===== src/hw/rtl/mcsd_pkg.sv =====
// ----------------------------------------------------------------------------
// mcsd_pkg
// Types and constants shared by the segmentation cost block: beat payloads,
// register indexes and reset values, controller command and status groups.
// ----------------------------------------------------------------------------
package mcsd_pkg;

  localparam int CFG_IDX_W = 3;

  localparam logic [CFG_IDX_W-1:0] CFG_MAX_BLOCK       = 3'd0;
  localparam logic [CFG_IDX_W-1:0] CFG_REUSE_COST      = 3'd1;
  localparam logic [CFG_IDX_W-1:0] CFG_JOIN_COST       = 3'd2;
  localparam logic [CFG_IDX_W-1:0] CFG_SYNTH_PER_BASE  = 3'd3;
  localparam logic [CFG_IDX_W-1:0] CFG_SYNTH_QUADRATIC = 3'd4;

  localparam logic [10:0] RST_MAX_BLOCK       = 11'd500;
  localparam logic [31:0] RST_REUSE_COST      = 32'd83886080;
  localparam logic [31:0] RST_JOIN_COST       = 32'd25165824;
  localparam logic [31:0] RST_SYNTH_PER_BASE  = 32'd3355443;
  localparam logic [31:0] RST_SYNTH_QUADRATIC = 32'd0;

  typedef struct packed {
    logic [10:0] match_len;
    logic        seq_start;
  } in_item_t;

  typedef struct packed {
    logic [47:0] best_cost;
    logic [10:0] best_len;
    logic        best_is_reuse;
  } out_item_t;

  typedef struct packed {
    logic start;
    logic issue;
    logic commit;
  } cmd_t;

  typedef struct packed {
    logic last;
    logic pipe_busy;
    logic out_full;
  } sts_t;

endpackage


===== src/hw/rtl/mcsd_ctrl.sv =====
// ----------------------------------------------------------------------------
// mcsd_ctrl
// Sequencer: takes one input beat, steps the datapath through the candidate
// block lengths, drains the compare pipeline and commits the result.
// ----------------------------------------------------------------------------
module mcsd_ctrl (
  input  logic          clk,
  input  logic          rst,
  input  logic          in_valid,
  output logic          in_stall,
  input  mcsd_pkg::sts_t sts,
  output mcsd_pkg::cmd_t cmd
);
  import mcsd_pkg::*;

  typedef enum logic [1:0] {
    ST_IDLE,
    ST_RUN,
    ST_DRAIN
  } state_t;

  state_t state;
  logic   stall_q;

  assign in_stall   = stall_q;
  assign cmd.start  = in_valid && !stall_q;
  assign cmd.issue  = (state == ST_RUN);
  assign cmd.commit = (state == ST_DRAIN) && !sts.pipe_busy && !sts.out_full;

  always_ff @(posedge clk) begin
    if (rst) begin
      state   <= ST_IDLE;
      stall_q <= 1'b0;
    end else begin
      case (state)
        ST_IDLE: begin
          if (cmd.start) begin
            state   <= ST_RUN;
            stall_q <= 1'b1;
          end
        end
        ST_RUN: begin
          if (sts.last) begin
            state <= ST_DRAIN;
          end
        end
        ST_DRAIN: begin
          if (cmd.commit) begin
            state   <= ST_IDLE;
            stall_q <= 1'b0;
          end
        end
        default: begin
          state   <= ST_IDLE;
          stall_q <= 1'b0;
        end
      endcase
    end
  end

endmodule


===== config.mk =====
export PLATFORM = sky130hd
export DESIGN_NAME = mcsd_ctrl
export DESIGN_NICKNAME = d
export VERILOG_FILES = /design/src/hw/rtl/mcsd_pkg.sv /design/src/hw/rtl/mcsd_ctrl.sv
export SDC_FILE = /design/constraint.sdc
export NUM_CORES = 1
export LEC_CHECK = 0
export BUFFER_PORTS_ARGS = -buffer_cell sky130_fd_sc_hd__buf_2
export CORE_AREA = 2 2 39 41
export CTS_BUF_LIST = sky130_fd_sc_hd__clkbuf_8
export CTS_CLUSTER_SIZE = 30
export DETAILED_ROUTE_END_ITERATION = 7
export DIE_AREA = 0 0 41 43
export PLACE_DENSITY = 0.35
export RECOVER_POWER = 50
export SYNTH_ARGS = -nofsm -noshare
export SYNTH_HDL_FRONTEND = slang
export SYNTH_SLANG_ARGS = --single-unit

===== constraint.sdc =====
create_clock -name clk -period 0.8 [get_ports clk]
set_input_delay 0.04 -clock clk [delete_from_list [all_inputs] [get_ports clk]]
set_output_delay 0.04 -clock clk [all_outputs]
set_load 0.03 [all_outputs]

==> key figures <==
Run status
  – Outcome: complete, but fails checks
  – Violated checks: setup timing

GRT
  – Largest net degree at the start of global routing: 5
  – Met3 demand-to-capacity share in global routing: 0.0471
  – Met1 Resource Use GR: 0.0732
  – Initial antenna violation count: 0
  – Total global routing track utilization: 0.0731
  – Total congestion overflow after global routing: 0
  – Number of global-route vias before repair: around 220
  – Layer carrying the most global-route usage: met2
  – Met2 usage in global routing: 0.100
  – Global-route wire length before repair: a little under 800 microns

Route
  – Routed WL: around 530 microns
  – Iteration-0 DRC Markers: 0
  – Final routed wire length divided by cell count: approximately 10 microns
  – Vias per cell: approximately 3.7
  – DRC violation count after routing: 0
  – Detailed-route via count: ~190
  – Initial DRT Pass Iterations: 1
  – Remaining antenna violation count after routing: 0

Hold path
  – Hold Crit Class: in2reg

Worst setup path
  – Maximum single-stage delay on the critical path: 0.35 ns
  – Worst path arrival time: ~0.95 ns
  – Critical Path Sink Type: primary output
  – Crit path kind: reg2out
  – Chain of cells forming the critical path: nor4b_4 -> buf_6
  – Worst-path fanout max: 3
  – Worst EP required: about 0.76 ns
  – Crit start category: flip-flop
  – Standard cell with the maximum stage delay on the critical path: sky130_fd_sc_hd__dfxtp_4

STA
  – Final worst hold slack: 0.0148 ns
  – Minimum clock period after layout: roughly 0.99 ns
  – Unrepaired setup endpoints after global routing: yes
  – Hold Vio Cnt, Final: 0
  – Highest clock frequency the design can meet: 1.01 GHz
  – # setup viols final: 6
  – Final period utilization: 1.24
  – Pins Over Slew Limit: 0
  – Slew at the pin closest to its max-slew limit: about 0.22 ns
  – Setup ws final: -0.193 ns
  – Headroom to the max-slew limit: 0.855
  – Setup clock skew after layout: ~0.0012 ns

Synthesis
  – Nets in the synthesized netlist: 23
  – Post-Syn Instances: 17
  – Number of flip-flops and latches in the synthesized netlist: 3
  – Area share of the largest cell type after synthesis: 0.384
  – Unique masters post-synth: 15
  – Proportion of synthesized chip area in sequential cells: 0.384
  – Average size of a mapped cell: approximately 9 sq um
  – Yosys warning count: 0
  – Area leader, netlist: sky130_fd_sc_hd__dfxtp_1
  – Summed instance area of the synthesized netlist: roughly 160 sq um
  – Largest cells by area after synthesis: sky130_fd_sc_hd__dfxtp_1 (38%), sky130_fd_sc_hd__mux2i_1 (6.4%), sky130_fd_sc_hd__a21oi_2 (5.6%)

Clocking
  – Root buffer selected by CTS: sky130_fd_sc_hd__clkbuf_8
  – Number of sinks handled by clock tree synthesis: 3
  – Maximum buffer depth of the clock tree: 2
  – Clk_lat worst skew: 0.21 ns
  – CTS clock-pin slew for the worst setup and hold paths: about 0.030 ns
  – CTS H-Tree Depth: 1
  – Clock tree from TritonCTS: done
  – Total CTS buffers: 3

Floorplan
  – Number of rows in the core area: 14
  – Vert. Die Dim: around 43 microns
  – Overall die area: around 0.0018 sq mm
  – Initial Utilization: 0.113
  – Number of top-level pins: 10
  – Placeable Area: roughly 0.0014 sq mm
  – Chip width: just over 40 microns

Pwr
  – Total power density per cell area: approximately 2100 mW/mm^2
  – Leak: roughly 0.18 nW
  – Worst IR Drop VDD: about 630 uV

Cells and area
  – Most common cell after layout, fill and taps aside: sky130_fd_sc_hd__buf_4
  – Register area: 68.8 sq um
  – Area of the multi-input gates: between 100 and 150 sq um
  – Nets: 43
  – Number of antenna cells inserted: 0
  – Total of fill cells in the finished design: approximately 160
  – Share of post-route cells with drive strength above 1: 0.750
  – Fin util: 0.274
  – Post-synthesis to final-layout area growth: 142%
  – Commonest non-fill, non-tap cells in the layout: sky130_fd_sc_hd__buf_4 (6), sky130_fd_sc_hd__buf_2 (5), sky130_fd_sc_hd__buf_6 (4), sky130_fd_sc_hd__clkbuf_8 (3)

Placed design
  – Worst setup slack before clock tree synthesis: -0.0862 ns
  – Placer congestion estimate: around 0.58
  – Count of input and output buffers: 9

Job
  – Max-capacitance violation count: 0
-- registers in the layout, indices dropped and copies added (netlist names) --
register  count
in_stall      1
state         2
-- repair_timing --
action                                  in CTS  in global routing
buffers inserted                             3                  1
hold buffers                                 0                  0
gates cloned                                 0                  0
hold endpoints to repair                     0                  0
pin swaps                                    3                  0
resized for setup                            8                  2
endpoints found under the setup margin       7                  6
-- kinds of logic (layout without fill, tap and decap cells) --
| family | after synthesis | count (layout) | share of synthesized area |
|---|---|---|---|
| muxes | 1 | 1 | 0.0640 |
| and+or+nand+nor | 7 | 7 | 0.304 |
| buffers and inverters | 1 | 20 | 0.0240 |
| DFF | 3 | 3 | 0.384 |
| AOI/OAI and AO/OA | 5 | 5 | 0.224 |
-- power breakdown --
| group | switching [W] | internal [W] |
|---|---|---|
| clock network | 0.0000926 | 0.000326 |
| logic | 0.0000864 | 0.000102 |
| registers | 0.0000184 | 0.000165 |
| total | 0.000197 | 0.000594 |
-- final cells by class --
| type | instances | share of cell area |
|---|---|---|
| clock buffers | 3 | 0.109 |
| clock inverters | 1 | 0.00990 |
| inverters | 1 | 0.00990 |
| multi-input cells | 13 | 0.333 |
| flip-flops and latches | 3 | 0.182 |
| well taps | 16 | 0.0528 |
| repair buffers | 15 | 0.304 |
-- worst max-delay path, delay by kind of cell (launching register included) --
kind / cells / cell delay (ns)
buffers and inverters: 1 / 0.17
flip-flops: 1 / 0.35
AND/OR/NAND/NOR: 1 / 0.23
-- Yosys cell counts --
| master | count |
|---|---|
| sky130_fd_sc_hd__a2bb2oi_1 | 1 |
| sky130_fd_sc_hd__nor3_1 | 1 |
| sky130_fd_sc_hd__a21oi_2 | 1 |
| sky130_fd_sc_hd__a21o_1 | 1 |
| sky130_fd_sc_hd__nor2b_1 | 1 |
| sky130_fd_sc_hd__nor2b_2 | 1 |
| sky130_fd_sc_hd__nand2b_1 | 1 |
| sky130_fd_sc_hd__o21ai_1 | 1 |
| sky130_fd_sc_hd__inv_1 | 1 |
| sky130_fd_sc_hd__nand2b_2 | 1 |
| sky130_fd_sc_hd__nor2_1 | 1 |
| sky130_fd_sc_hd__o21ai_0 | 1 |
| sky130_fd_sc_hd__dfxtp_1 | 3 |
| sky130_fd_sc_hd__mux2i_1 | 1 |
| sky130_fd_sc_hd__nor4b_1 | 1 |
-- final timing paths --
| check | startpoint | endpoint | slack (ns) | cells after the start |
|---|---|---|---|---|
| setup reg to reg | state[0]$_SDFFE_PP0P_ | state[0]$_SDFFE_PP0P_ | -0.16 | 4 |
| hold reg to reg | in_stall$_SDFFE_PP0P_ | in_stall$_SDFFE_PP0P_ | 0.51 | 2 |
| hold / removal | rst | in_stall$_SDFFE_PP0P_ | 0.01 | 2 |
| setup / recovery | state[0]$_SDFFE_PP0P_ | cmd[0] | -0.19 | 2 |
-- per-stage QoR --
stage | cell area, sq um | std cells | power, W | TNS [ns]
6_report | 379 | 52 | 0.000791 | -0.768
5_1_grt | 379 | 52 | 0.000837 | -0.990
4_1_cts | 362 | 51 | 0.000793 | -0.825
3_5_place_dp | 272 | 44 | 0.000327 | -0.285
3_3_place_gp | 272 | 44 | 0.000328 | -0.261
2_1_floorplan | 191 | 17 | 0.000272 | -0.253
-- layer usage --
layer	wire (microns)	share of wire
met5	0	0
met4	0	0
met3	50	0.095
met2	238	0.45
met1	237	0.45
Note: power is estimated with default switching activity, not from simulation.
